## config.mk

```make
export PLATFORM = sky130hd
export DESIGN_NAME = kmp_stream_matcher_core
export DESIGN_NICKNAME = d
export VERILOG_FILES = /design/src/rtl/kmp_pkg.sv /design/src/rtl/kmp_stream_matcher_core.sv /design/src/rtl/kmp_store.sv
export SDC_FILE = /design/constraint.sdc
export NUM_CORES = 1
export LEC_CHECK = 0
export ABC_AREA = 1
export ABC_CLOCK_PERIOD_IN_PS = 3950
export BUFFER_PORTS_ARGS = -buffer_cell sky130_fd_sc_hd__buf_4
export CORE_MARGIN = 2
export CORE_UTILIZATION = 40
export CTS_CLUSTER_SIZE = 8
export DETAILED_ROUTE_END_ITERATION = 10
export PLACE_DENSITY = 0.62
export SKIP_LAST_GASP = 1
export SLEW_MARGIN = 15
export SYNTH_ARGS = -nofsm -noshare
export SYNTH_HDL_FRONTEND = slang
export SYNTH_HIERARCHICAL = 1
export SYNTH_SLANG_ARGS = --single-unit
```

## constraint.sdc

```tcl
create_clock -name clk -period 3.95 [get_ports clk]
set_input_delay 0.5925 -clock clk [delete_from_list [all_inputs] [get_ports clk]]
set_output_delay 0.5925 -clock clk [all_outputs]
set_load 0.01 [all_outputs]
```

## src/rtl/kmp_pkg.sv

```systemverilog
// Shared types and command codes for the streaming KMP matcher.
`default_nettype none

package kmp_pkg;

    localparam logic [1:0] CMD_CLEAR  = 2'd0;
    localparam logic [1:0] CMD_APPEND = 2'd1;
    localparam logic [1:0] CMD_TEXT   = 2'd2;

    localparam int MATCH_END_W = 16;

    typedef struct packed {
        logic [1:0] command;
        logic [7:0] symbol;
        logic       end_of_text;
    } kmp_item_t;

    typedef struct packed {
        logic                   found;
        logic [MATCH_END_W-1:0] match_end;
        logic                   status;
        logic                   text_done;
    } kmp_result_t;

endpackage

`default_nettype wire

```

## src/rtl/kmp_stream_matcher_core.sv

```systemverilog
// Streaming KMP matcher top level: sequencer, search state and result register.
// The result register loads as the item leaves S_EXEC, after any failure-chain steps of the walk,
// with each failed comparison of the walk taking a step on the shared store read port.
// A new item is accepted only once the previous one has finished; the walk is amortized short.
// A waiting result does not block acceptance, but the next item cannot finish until it is taken.
// Reset empties the pattern and clears the search state; the stores are not cleared.
`default_nettype none

module kmp_stream_matcher_core #(
    parameter int PATTERN_MAX = 32,
    parameter int INDEX_BITS  = 16
) (
    input  wire logic               clk,
    input  wire logic               rst_n,
    input  wire logic               item_valid,
    output logic                    item_stall,
    input  wire kmp_pkg::kmp_item_t item,
    output logic                    result_valid,
    input  wire logic               result_stall,
    output kmp_pkg::kmp_result_t    result
);

    localparam int PW = $clog2(PATTERN_MAX + 1);
    localparam int AW = (PATTERN_MAX > 1) ? $clog2(PATTERN_MAX) : 1;
    localparam int EW = (INDEX_BITS > kmp_pkg::MATCH_END_W) ? INDEX_BITS : kmp_pkg::MATCH_END_W;
    localparam logic [PW-1:0]         MAX_P     = PW'(PATTERN_MAX);
    localparam logic [INDEX_BITS-1:0] IDX_LIMIT = '1;

    typedef enum logic [1:0] {
        S_IDLE = 2'b01,
        S_EXEC = 2'b10
    } state_t;

    state_t                  state_reg, state_next;
    logic [1:0]              cmd_reg, cmd_next;
    logic [7:0]              sym_reg, sym_next;
    logic                    eot_reg, eot_next;
    logic [PW-1:0]           pos_reg, pos_next;
    logic                    neg_reg, neg_next;
    logic [PW-1:0]           len_reg, len_next;
    logic [PW-1:0]           bp_reg, bp_next;
    logic [PW-1:0]           mp_reg, mp_next;
    logic                    found_reg, found_next;
    logic [INDEX_BITS-1:0]   idx_reg, idx_next;
    logic [INDEX_BITS-1:0]   first_reg, first_next;
    kmp_pkg::kmp_result_t    result_reg, result_next;
    logic                    result_valid_reg, result_valid_next;

    logic                    accept;
    logic                    slot_free;
    logic                    empty;
    logic                    full;
    logic                    walk_req;
    logic                    at_end;
    logic                    finish;
    logic                    step;
    logic [PW-1:0]           hit_pos;
    logic [PW-1:0]           new_bp;
    logic [INDEX_BITS-1:0]   idx_inc;
    logic                    done;
    logic                    wr_en;
    logic [7:0]              rd_sym;
    logic [PW-1:0]           rd_fail;

    kmp_store #(
        .PATTERN_MAX (PATTERN_MAX)
    ) u_store (
        .clk          (clk),
        .wr_en        (wr_en),
        .wr_pat_addr  (len_reg[AW-1:0]),
        .wr_sym       (sym_reg),
        .wr_fail_addr (PW'(len_reg + 1'b1)),
        .wr_fail_data (new_bp),
        .rd_addr      (pos_next),
        .rd_sym       (rd_sym),
        .rd_fail      (rd_fail)
    );

    assign item_stall   = (state_reg != S_IDLE);
    assign accept       = item_valid && !item_stall;
    assign slot_free    = !result_valid_reg || !result_stall;
    assign result_valid = result_valid_reg;
    assign result       = result_reg;

    assign empty    = (len_reg == '0);
    assign full     = (len_reg >= MAX_P);
    assign walk_req = ((cmd_reg == kmp_pkg::CMD_APPEND) && !full && !empty)
                   || ((cmd_reg == kmp_pkg::CMD_TEXT) && !empty && !found_reg);
    assign at_end   = neg_reg || (pos_reg >= MAX_P) || (rd_sym == sym_reg);
    assign hit_pos  = (neg_reg || (pos_reg >= MAX_P)) ? '0 : PW'(pos_reg + 1'b1);
    assign new_bp   = empty ? '0 : hit_pos;
    assign idx_inc  = (idx_reg == IDX_LIMIT) ? idx_reg : INDEX_BITS'(idx_reg + 1'b1);
    assign finish   = (state_reg == S_EXEC) && (!walk_req || at_end) && slot_free;
    assign step     = (state_reg == S_EXEC) && walk_req && !at_end;
    assign wr_en    = finish && (cmd_reg == kmp_pkg::CMD_APPEND) && !full;

    always_comb
    begin
        logic [EW-1:0] first_ext;

        first_ext         = '0;
        state_next        = state_reg;
        cmd_next          = cmd_reg;
        sym_next          = sym_reg;
        eot_next          = eot_reg;
        pos_next          = pos_reg;
        neg_next          = neg_reg;
        len_next          = len_reg;
        bp_next           = bp_reg;
        mp_next           = mp_reg;
        found_next        = found_reg;
        idx_next          = idx_reg;
        first_next        = first_reg;
        result_next       = result_reg;
        result_valid_next = result_valid_reg && result_stall;
        done              = 1'b0;

        if (accept)
        begin
            state_next = S_EXEC;
            cmd_next   = item.command;
            sym_next   = item.symbol;
            eot_next   = item.end_of_text;
            pos_next   = (item.command == kmp_pkg::CMD_APPEND) ? bp_reg : mp_reg;
            neg_next   = 1'b0;
        end
        else if (step)
        begin
            if (pos_reg == '0)
            begin
                neg_next = 1'b1;
            end
            else
            begin
                pos_next = rd_fail;
            end
        end

        result_next.status    = 1'b0;
        result_next.text_done = 1'b0;

        if (finish)
        begin
            state_next = S_IDLE;
            case (cmd_reg)
                kmp_pkg::CMD_CLEAR:
                begin
                    len_next   = '0;
                    bp_next    = '0;
                    mp_next    = '0;
                    found_next = 1'b0;
                    idx_next   = '0;
                    first_next = '0;
                end
                kmp_pkg::CMD_APPEND:
                begin
                    if (full)
                    begin
                        result_next.status = 1'b1;
                    end
                    else
                    begin
                        bp_next    = new_bp;
                        len_next   = PW'(len_reg + 1'b1);
                        mp_next    = '0;
                        found_next = 1'b0;
                        idx_next   = '0;
                        first_next = '0;
                    end
                end
                kmp_pkg::CMD_TEXT:
                begin
                    idx_next = idx_inc;
                    done     = eot_reg;
                    if (walk_req)
                    begin
                        mp_next = hit_pos;
                        if (hit_pos >= len_reg)
                        begin
                            found_next = 1'b1;
                            first_next = idx_inc;
                            mp_next    = '0;
                        end
                    end
                end
                default:
                begin
                end
            endcase

            first_ext             = EW'(first_next);
            result_next.found     = (len_next == '0) || found_next;
            result_next.match_end = (len_next == '0) ? '0
                                  : first_ext[kmp_pkg::MATCH_END_W-1:0];
            result_next.text_done = done;
            result_valid_next     = 1'b1;

            if (done)
            begin
                mp_next    = '0;
                found_next = 1'b0;
                idx_next   = '0;
                first_next = '0;
            end
        end
        else
        begin
            result_next = result_reg;
        end
    end

    always_ff @(posedge clk or negedge rst_n)
    begin
        if (!rst_n)
        begin
            state_reg        <= S_IDLE;
            len_reg          <= '0;
            bp_reg           <= '0;
            mp_reg           <= '0;
            found_reg        <= 1'b0;
            idx_reg          <= '0;
            first_reg        <= '0;
            result_valid_reg <= 1'b0;
        end
        else
        begin
            state_reg        <= state_next;
            len_reg          <= len_next;
            bp_reg           <= bp_next;
            mp_reg           <= mp_next;
            found_reg        <= found_next;
            idx_reg          <= idx_next;
            first_reg        <= first_next;
            result_valid_reg <= result_valid_next;
        end
    end

    always_ff @(posedge clk)
    begin
        cmd_reg    <= cmd_next;
        sym_reg    <= sym_next;
        eot_reg    <= eot_next;
        pos_reg    <= pos_next;
        neg_reg    <= neg_next;
        result_reg <= result_next;
    end

endmodule

`default_nettype wire

```

## src/rtl/kmp_store.sv

```systemverilog
// Pattern byte store and failure table with registered read ports.
`default_nettype none

module kmp_store #(
    parameter int PATTERN_MAX = 32
) (
    input  wire logic                                  clk,
    input  wire logic                                  wr_en,
    input  wire logic [((PATTERN_MAX > 1) ? $clog2(PATTERN_MAX) : 1)-1:0] wr_pat_addr,
    input  wire logic [7:0]                            wr_sym,
    input  wire logic [$clog2(PATTERN_MAX+1)-1:0]      wr_fail_addr,
    input  wire logic [$clog2(PATTERN_MAX+1)-1:0]      wr_fail_data,
    input  wire logic [$clog2(PATTERN_MAX+1)-1:0]      rd_addr,
    output logic      [7:0]                            rd_sym,
    output logic      [$clog2(PATTERN_MAX+1)-1:0]      rd_fail
);

    localparam int PW = $clog2(PATTERN_MAX + 1);
    localparam int AW = (PATTERN_MAX > 1) ? $clog2(PATTERN_MAX) : 1;

    logic [7:0]    pat_mem  [PATTERN_MAX];
    logic [PW-1:0] fail_mem [PATTERN_MAX+1];

    always_ff @(posedge clk)
    begin
        if (wr_en)
        begin
            pat_mem[wr_pat_addr]   <= wr_sym;
            fail_mem[wr_fail_addr] <= wr_fail_data;
        end
        rd_sym  <= pat_mem[rd_addr[AW-1:0]];
        rd_fail <= fail_mem[rd_addr];
    end

endmodule

`default_nettype wire
```

==> results of run 1 <==
worst max-delay path, delay by kind of cell (launching register included):
family	cells	cell delay [ns]
compound gates	4	1.07
fa+ha+maj	1	0.21
buf+inv	2	0.35
flops	1	0.50
simple gates	8	1.06
worst paths after layout:
check                                          end  slack [ns]  cells past startpoint
worst max-delay path             u_store/rd_sym[1]        0.40                     15
max in group asynchronous             first_reg[7]        3.42                      1
worst min-delay path                 first_reg[11]        0.03                      1
worst min register to register  u_store/rd_fail[2]        0.44                      2
worst max register to register   u_store/rd_sym[1]        0.40                     15
min in group clk                        sym_reg[7]        0.15                      1
metrics by stage:
stage	cell area, um2	setup slack, ns	cells
after detailed placement	25110	0.3698	3029
after CTS	27540	0.2950	3173
final	27550	0.4022	3173
after global routing	27550	0.1104	3173
after global placement	25110	0.4366	3029
after floorplan	24040	0.9374	2284
cell usage in the layout, fill, tap and decap left out, types with 36 or more instances in the layout:
master     count
nand2_1      775
edfxtp_1     484
nand3_1      403
nor2_1       127
inv_1         93
clkbuf_16     81
buf_4         74
a21oi_1       57
clkbuf_1      55
dfrtp_1       53
o21ai_0       36
metal layers:
layer	wire (um)	share of wire [%]	GRT usage, %
met4	1716	2.8	7.986
met5	25	0.041	0
met3	5056	8.4	4.211
met2	27000	45	29.72
met1	26570	44	27.17
power by group:
| group | total, uW | switching, uW | internal (uW) |
|---|---|---|---|
| clock network | 6520 | 2540 | 3990 |
| logic | 25.9 | 16.2 | 9.65 |
| registers | 6340 | 0.0000000000000222 | 6340 |
final cells by class:
class | count | area, um2
Multi-Input combinational cell | 1512 | 6716
Tap cell | 773 | 967.2
Clock buffer | 136 | 2233
Timing Repair Buffer | 84 | 747.0
Clock inverter | 8 | 188.9
Inverter | 101 | 385.4
Fill cell | 5400 | 31700
Sequential cell | 559 | 16310
kinds of logic (layout without fill, tap and decap cells):
family	Yosys count	in the layout	synth area share [%]
flops	559	559	67.84
simple gates	1362	1362	23.92
fa+ha+maj	11	11	0.5726
compound gates	123	123	2.733
xor+xnor	16	16	0.5830
buf+inv	213	329	4.352
==> impl_metrics.py, run 1 <==
metrics = {
    "placement": {
        "numPortBuffers": 35,
        "place_congestion": 0.8869,
        "dp_hpwl_um": 36540,
    },
    "power": {
        "leakagePower_uw": 0.01083,
        "powerDensity_mw_per_mm2": 467.9,
        "peakVddDrop_uv": 281.4,
        "finalPower_uw": 12890,
    },
    "setup_path": {
        "cpMostUsedCell": "nand2_1",
        "crit_fanout": 120,
        "worstPathRequired_ns": 4.41,
        "cp.arrival_ns": 4.01,
        "cp-startpoint": "len_reg[0]",
        "cpPeakStageDelay_ns": 0.57,
        "critPathLaunchType": "flop",
        "path_class": "reg2reg",
        "crit_chain": "inv_1 > ha_1 > nand4_1 > nand2_2 > nor2_2 > nand3_2 > nand2_1 > o21ai_1 > nand2_1 > nand2_4 > buf_12 > o21ai_0 > nor2_1 > o31ai_1 > a21oi_1",
        "regToRegStartpoint": "len_reg[0]",
        "end_kind": "flop",
        "cp_slowest_cell": "o31ai_1",
    },
    "drt": {
        "drtAntennaViolNets": 0,
        "drtIter0Drc": 1781,
        "wl_um": 60370,
        "vias": 16880,
        "drcViolationCount": 0,
        "post_drt_wl_per_cell_um": 19.03,
        "dr.pass1.iters": 6,
        "via_per_inst": 5.320,
    },
    "job": {
        "max-cap-violations": 0,
    },
    "floorplanning": {
        "initial_utilization_pct": 40.57,
        "io_pins": 36,
        "die_h_um": 249.1,
        "die_w_um": 249.1,
        "die_area_mm2": 0.06207,
        "coreArea_mm2": 0.05924,
        "rows": 89,
    },
    "sta": {
        "setup_viol": 0,
        "rsz0062_at_grt": "no",
        "fin_skew_ns": 0.03195,
        "slew_violations": 0,
        "worst_pin_slew_ns": 1.033,
        "setup_tns_ns": 0,
        "fin_crit_ns": 3.548,
        "max_freq_ghz": 0.2819,
        "fin_crit_sh_pct": 89.82,
        "holdWs_ns": 0.03486,
        "hold_viol_final": 0,
        "slew_headroom_pct": 30.93,
    },
    "logic_synthesis": {
        "ys.flop_type": "edfxtp_1",
        "synth_edf_count": 484,
        "synth_fp_nets": 2310,
        "yosysMostFrequentCell": "nand2_1",
        "synth_area_per_cell_um2": 10.52,
        "synth_area_leaders": "edfxtp_1, nand2_1, nand3_1",
        "yosysSeqAreaShare_pct": 67.84,
        "synth_area_leader_cell": "edfxtp_1",
        "ys_types": 35,
        "syn_area_mm2": 0.02404,
        "yosysWarnings": 6,
        "synth_top_area_share_pct": 60.47,
        "synth_cells": 2284,
        "synth_commonest_cells": "nand2_1, edfxtp_1, nand3_1, nor2_1, inv_1",
        "ys_ff_latch": 559,
        "synthArstFlopShare_pct": 9.660,
    },
    "clocking": {
        "cts-root-buf": "clkbuf_16",
        "cts-htree-levels": 3,
        "clkSlewWorstSetupHoldPaths_ns": 0.05,
        "clk_latency_ns": 0.63,
        "tritoncts": "done",
        "cts_sinks": 559,
        "postCtsSetupBuffers": 0,
        "clock_path_buffers": 3,
        "cts_buffers": 80,
        "post_cts_resized": 0,
        "hold_buffers": 0,
    },
    "cells_and_area": {
        "final_nets": 2364,
        "largest_reg_flops": 256,
        "syn2layout_area_growth_pct": 14.60,
        "post-route-util_pct": 46.50,
        "diodes": 0,
        "drive_gt1_share_pct": 8.333,
    },
    "global_routing": {
        "grt_max_degree": 122,
        "gr-total-overflow": 0,
        "grt.total_usage_pct": 19.50,
        "grt_pass1_wl_um": 95170,
        "antenna_found_initial": 2,
        "first_global_vias": 16650,
    },
    "worst_hold_path": {
        "min_path_type": "in2async",
    },
    "outcome": {
        "status": "complete, no violations",
    },
}
No activity file was read; power rests on OpenSTA's default activity.
==> run 2: changes to the inputs <==
ABC_AREA = unset   (was 1)
ABC_CLOCK_PERIOD_IN_PS = 4500   (was 3950)
clock period = 4.5 ns   (was 3.95 ns; I/O delays follow)
==> run 2 against run 1 <==
Count of clock-buffer cells in the layout down 2; sequential share of layout area up 1.5 points; fmax down 15%; worst setup slack worse by 0.081 ns; final cell count down 27%; clock power down 15%; non-clock buffer count up 33; critical path depth down 2; register-to-register slack worse by 0.08 ns; core utilization up 1.0 points; sequential power up 2%; area after synthesis down 4.6%; critical path type unchanged.
==> impl_metrics.py, run 2 <==
metrics = {
    "outcome": {
        "status": "complete, no violations",
    },
    "setup_path": {
        "critPathLaunchType": "flop",
        "cp.arrival_ns": 4.71,
        "crit_fanout": 40,
        "cp_slowest_cell": "edfxtp_1",
        "cpPeakStageDelay_ns": 0.56,
        "worstPathRequired_ns": 5.03,
        "crit_chain": "nor3b_1 > o221ai_2 > a211oi_2 > buf_4 > nand3_1 > o211ai_1 > buf_4 > buf_12 > mux2i_1 > a22o_1 > a221oi_1 > o22ai_1 > o41ai_2",
        "path_class": "reg2reg",
        "end_kind": "flop",
        "cpMostUsedCell": "buf_4",
    },
    "clocking": {
        "post_cts_resized": 0,
        "cts_sinks": 559,
        "cts_buffers": 80,
        "clock_path_buffers": 3,
        "cts-root-buf": "clkbuf_16",
        "tritoncts": "done",
        "clk_latency_ns": 0.62,
        "clkSlewWorstSetupHoldPaths_ns": 0.05,
        "cts-htree-levels": 3,
        "hold_buffers": 0,
        "postCtsSetupBuffers": 0,
    },
    "sta": {
        "hold_viol_final": 0,
        "worst_pin_slew_ns": 0.7667,
        "rsz0062_at_grt": "no",
        "setup_tns_ns": 0,
        "holdWs_ns": 0.1047,
        "fin_skew_ns": 0.02857,
        "fin_crit_sh_pct": 92.87,
        "fin_crit_ns": 4.179,
        "max_freq_ghz": 0.2393,
        "slew_violations": 0,
        "setup_viol": 0,
        "slew_headroom_pct": 48.83,
    },
    "logic_synthesis": {
        "synth_edf_count": 484,
        "synthArstFlopShare_pct": 9.660,
        "yosysWarnings": 6,
        "yosysMostFrequentCell": "edfxtp_1",
        "ys_ff_latch": 559,
        "synth_commonest_cells": "edfxtp_1, nor2_1, mux2i_1, mux4_2, nand2_1",
        "synth_area_leaders": "edfxtp_1, mux4_2, dfrtp_1",
        "synth_top_area_share_pct": 63.39,
        "yosysSeqAreaShare_pct": 71.12,
        "syn_area_mm2": 0.02293,
        "synth_area_per_cell_um2": 16.81,
        "synth_cells": 1364,
        "synth_fp_nets": 1390,
        "ys_types": 72,
        "synth_area_leader_cell": "edfxtp_1",
        "ys.flop_type": "edfxtp_1",
    },
    "global_routing": {
        "first_global_vias": 12760,
        "grt_use_met1_pct": 24.73,
        "use_met3_pct": 3.106,
        "gr-total-overflow": 0,
        "antenna_found_initial": 0,
        "top_usage_layer": "met2",
        "grt_use_met2_pct": 28.16,
        "grt_max_degree": 65,
        "grt_pass1_wl_um": 78780,
        "grt.total_usage_pct": 17.71,
    },
    "floorplanning": {
        "die_w_um": 243.4,
        "die_area_mm2": 0.05926,
        "coreArea_mm2": 0.05650,
        "initial_utilization_pct": 40.59,
        "rows": 87,
        "die_h_um": 243.4,
        "io_pins": 36,
    },
    "power": {
        "combPwrFrac_pct": 28.9,
        "powerDensity_mw_per_mm2": 625.9,
        "swShare_pct": 30.44,
        "p_int_uw": 11690,
        "p_seq_share_pct": 38.3,
        "p_sw_uw": 5116,
        "peakVddDrop_uv": 439.1,
        "pwr-share-clk_pct": 32.8,
        "leakagePower_uw": 0.009003,
    },
    "cells_and_area": {
        "final_nets": 1519,
        "drive_gt1_share_pct": 21.99,
        "finalNonFillerCells": 2307,
        "register_area_mm2": 0.01631,
        "diodes": 0,
        "largest_reg_flops": 256,
        "layout_commonest_cell": "edfxtp_1",
        "final_cell_mix": "edfxtp_1, nor2_1, buf_4",
        "syn2layout_area_growth_pct": 17.12,
        "fillers": 4770,
        "multi_input_area_mm2": 0.006264,
    },
    "placement": {
        "numPortBuffers": 35,
        "dp_cells": 2167,
        "dp_hpwl_um": 32170,
        "place_congestion": 0.8331,
    },
    "drt": {
        "post_drt_wl_per_cell_um": 22.50,
        "via_per_inst": 5.459,
        "dr.pass1.iters": 6,
        "wl_um": 51910,
        "drtIter0Drc": 1114,
        "vias": 12590,
        "drcViolationCount": 0,
        "drtAntennaViolNets": 0,
    },
    "worst_hold_path": {
        "min_path_type": "in2async",
    },
    "job": {
        "max-cap-violations": 0,
    },
}
[run 2: power by group through the flow]
stage	clock network [uW]	registers (uW)	logic (uW)
2_1_floorplan	0	6560	3320
3_3_place_gp	0	6530	4810
3_5_place_dp	0	6530	4860
4_1_cts	5640	6440	4880
5_1_grt	5840	6460	5210
6_report	5520	6440	4850
[run 2: worst paths after layout]
| check | from | to | slack (ns) | depth (start not counted) |
|---|---|---|---|---|
| worst max register to register | cmd_reg[0] | u_store/rd_fail[1] | 0.32 | 13 |
| worst min register to register | u_store/fail_mem[32][5] | u_store/rd_fail[5] | 0.44 | 2 |
| min in group clk | item[5] | sym_reg[4] | 0.23 | 1 |
| worst max-delay path | cmd_reg[0] | u_store/rd_fail[1] | 0.32 | 13 |
| max in group asynchronous | rst_n | len_reg[1] | 3.89 | 1 |
| worst min-delay path | rst_n | bp_reg[0] | 0.10 | 1 |
[run 2: layout make-up]
class | instances | area share, %
timing repair buffer | 117 | 3.504
clock buffer | 134 | 8.363
clock inverter | 6 | 0.3401
sequential | 559 | 60.72
inverter | 16 | 0.2236
multi-input combinational | 719 | 23.32
tap | 756 | 3.522
[run 2: cells by family (layout without fill, tap and decap cells)]
kind of cell             after synthesis  in the layout  synth area share (%)
AO/OA/AOI/OAI                        177            177                 5.953
XOR/XNOR                              21             21                0.8022
adder cells (fa/ha/maj)               11             11                0.6002
buffers and inverters                 86            273                 1.823
flip-flops                           559            559                 71.12
multiplexers                         205            205                 13.43
AND/OR/NAND/NOR                      305            305                 6.275
[run 2: worst max-delay path, delay by kind of cell, from the launching register on]
kind                   cells  cell delay [ns]
and+or+nand+nor            2             0.61
buffers and inverters      3             0.88
AOI/OAI and AO/OA          7             1.85
DFF                        1             0.56
muxes                      1             0.13
[run 2: metal layers]
layer  up-vias  wire length (um)
li1       5644                 -
met1      6494             22870
met2       384             24860
met3        72              3016
met4         0              1164
met5         -                 0
[run 2: metrics by stage]
step | setup slack (ns) | cell area [um2] | util [%] | total power [uW]
after floorplan | 0.6469 | 22930 | - | 9880
after global placement | 0.4427 | 24520 | 43.40 | 11340
after detailed placement | 0.4158 | 24520 | 43.40 | 11390
after CTS | 0.3912 | 26850 | 47.53 | 16960
after global routing | 0.09093 | 26850 | 47.53 | 17510
final | 0.3209 | 26850 | 47.53 | 16810
==> run 3: changes to the inputs <==
CTS_BUF_LIST = sky130_fd_sc_hd__clkbuf_8 sky130_fd_sc_hd__clkbuf_16   (was unset)
==> run 3 against run 2 <==
Hold slack improved by 0.0059 ns; routed wire length is essentially flat; register-to-register slack worse by 0.02 ns; sequential cell count stayed put; core utilization stayed put; clock skew fell by 0.00052 ns; sequential share of layout area unchanged; total power decreased by 0.68%; global-route usage barely moved; worst setup slack got worse by 0.018 ns; largest power group unchanged; highest routed layer unchanged.
==> impl_metrics.py, run 3 (synthesis results as in run 2) <==
metrics = {
    "outcome": {
        "status": "complete, no violations",
    },
    "floorplanning": {
        "io_pins": 36,
        "die_w_um": 243.4,
        "rows": 87,
        "initial_utilization_pct": 40.59,
        "coreArea_mm2": 0.05650,
        "die_area_mm2": 0.05926,
        "die_h_um": 243.4,
    },
    "clocking": {
        "postCtsSetupBuffers": 0,
        "cts-htree-levels": 3,
        "tritoncts": "done",
        "cts-root-buf": "clkbuf_16",
        "clock_path_buffers": 3,
        "clkSlewWorstSetupHoldPaths_ns": 0.05,
        "hold_buffers": 0,
        "clk_latency_ns": 0.62,
        "cts_buffers": 80,
        "post_cts_resized": 0,
        "cts_sinks": 559,
    },
    "cells_and_area": {
        "fillers": 4770,
        "diodes": 0,
        "largest_reg_flops": 256,
        "drive_gt1_share_pct": 21.99,
        "syn2layout_area_growth_pct": 17.12,
        "layout_commonest_cell": "edfxtp_1",
        "final_cell_mix": "edfxtp_1, nor2_1, buf_4",
        "final_nets": 1519,
    },
    "drt": {
        "drtAntennaViolNets": 0,
        "top_layer_used": "met4",
        "dr.pass1.iters": 5,
        "route.met3.wl_um": 2861,
        "drcViolationCount": 0,
        "wl_met1_um": 22970,
        "vias": 12610,
        "via_per_inst": 5.465,
        "drtIter0Drc": 1046,
        "wl_um": 51930,
        "wl_met2_um": 24970,
        "post_drt_wl_per_cell_um": 22.51,
    },
    "power": {
        "finalPower_uw": 16690,
        "powerDensity_mw_per_mm2": 621.6,
        "leakagePower_uw": 0.009214,
        "peakVddDrop_uv": 431.7,
    },
    "setup_path": {
        "cp.arrival_ns": 4.72,
        "rr_worst_depth": 13,
        "timing.rr.end": "u_store/rd_fail[1]",
        "path_class": "reg2reg",
        "cpMostUsedCell": "buf_4",
        "cp_slowest_cell": "edfxtp_1",
        "crit_fanout": 40,
        "end_kind": "flop",
        "regToRegStartpoint": "cmd_reg[0]",
        "regToRegSetupSlack_ns": 0.30,
        "worstPathRequired_ns": 5.03,
        "critical-path-top-delay-family": "compound AO/OA/AOI/OAI gates",
        "cpPeakStageDelay_ns": 0.56,
        "critPathLaunchType": "flop",
        "crit_chain": "nor3b_1 > o221ai_2 > a211oi_2 > buf_4 > nand3_1 > o211ai_1 > buf_4 > buf_12 > mux2i_1 > a22o_1 > a221oi_1 > o22ai_1 > o41ai_2",
        "critPathBufInv": 3,
    },
    "global_routing": {
        "gr-total-overflow": 0,
        "first_global_vias": 12760,
        "grt_pass1_wl_um": 78760,
        "grt_max_degree": 65,
        "antenna_found_initial": 0,
        "grt.total_usage_pct": 17.71,
    },
    "sta": {
        "rsz0062_at_grt": "no",
        "setup_tns_ns": 0,
        "setup_ws_ns": 0.3034,
        "fin_skew_ns": 0.02805,
        "hold_viol_final": 0,
        "setup_viol": 0,
        "slew_violations": 0,
        "fin_crit_sh_pct": 93.26,
        "fin_crit_ns": 4.197,
        "max_freq_ghz": 0.2383,
        "worst_pin_slew_ns": 0.7597,
        "slew_headroom_pct": 48.93,
    },
    "placement": {
        "dp_hpwl_um": 32170,
        "numPortBuffers": 35,
        "pre_cts_slack_ns": 0.4158,
        "place_congestion": 0.8331,
    },
    "job": {
        "max-cap-violations": 0,
    },
    "worst_hold_path": {
        "min_path_type": "in2async",
    },
}
-- run 3: layout make-up --
class | count | area, um2 | share of cell area [%]
sequential | 559 | 16310 | 60.72
timing repair buffer | 117 | 940.9 | 3.504
clock inverter | 57 | 282.8 | 1.053
tap | 756 | 945.9 | 3.522
inverter | 16 | 60.06 | 0.2236
multi-input combinational | 719 | 6264 | 23.32
clock buffer | 83 | 2054 | 7.650
-- run 3: metrics by stage --
stage	instance area [um2]	std cells	hold slack [ns]	util, %
4_1_cts	26850	2307	0.1118	47.53
2_1_floorplan	22930	1364	0.3794	-
3_3_place_gp	24520	2167	0.4302	43.40
3_5_place_dp	24520	2167	0.4339	43.40
6_report	26850	2307	0.1106	47.53
5_1_grt	26850	2307	0.1555	47.53
-- run 3: worst max-delay path by stage --
stage | slack, ns | start | cells past startpoint | endpoint
after detailed placement | 0.42 | cmd_reg[0] | 13 | u_store/rd_fail[1]
after global routing | 0.09 | cmd_reg[0] | 13 | u_store/rd_fail[1]
after global placement | 0.44 | cmd_reg[0] | 13 | u_store/rd_fail[1]
after CTS | 0.39 | cmd_reg[0] | 13 | u_store/rd_fail[1]
final | 0.30 | cmd_reg[0] | 13 | u_store/rd_fail[1]
after floorplan | 0.65 | sym_reg[4] | 11 | u_store/rd_sym[0]
-- run 3: worst register-to-register path, delay by kind of cell (launching register included) --
| kind | cells | cell delay (ns) |
|---|---|---|
| AO/OA/AOI/OAI | 7 | 1.87 |
| buffers and inverters | 3 | 0.88 |
| AND/OR/NAND/NOR | 2 | 0.62 |
| flip-flops | 1 | 0.56 |
| multiplexers | 1 | 0.18 |
-- run 3: power breakdown --
group / total, uW / leakage [uW] / internal (uW) / switching, uW
combinational: 4860 / 0.00253 / 2050 / 2810
clock: 5400 / 0.00132 / 3260 / 2140
sequential: 6440 / 0.00537 / 6260 / 175
-- run 3: per-layer routing --
metal / global-route usage, % / up-vias
met5: 0 / -
met4: 5.991 / 0
met3: 3.106 / 69
met2: 28.16 / 380
met1: 24.72 / 6511
li1: - / 5648
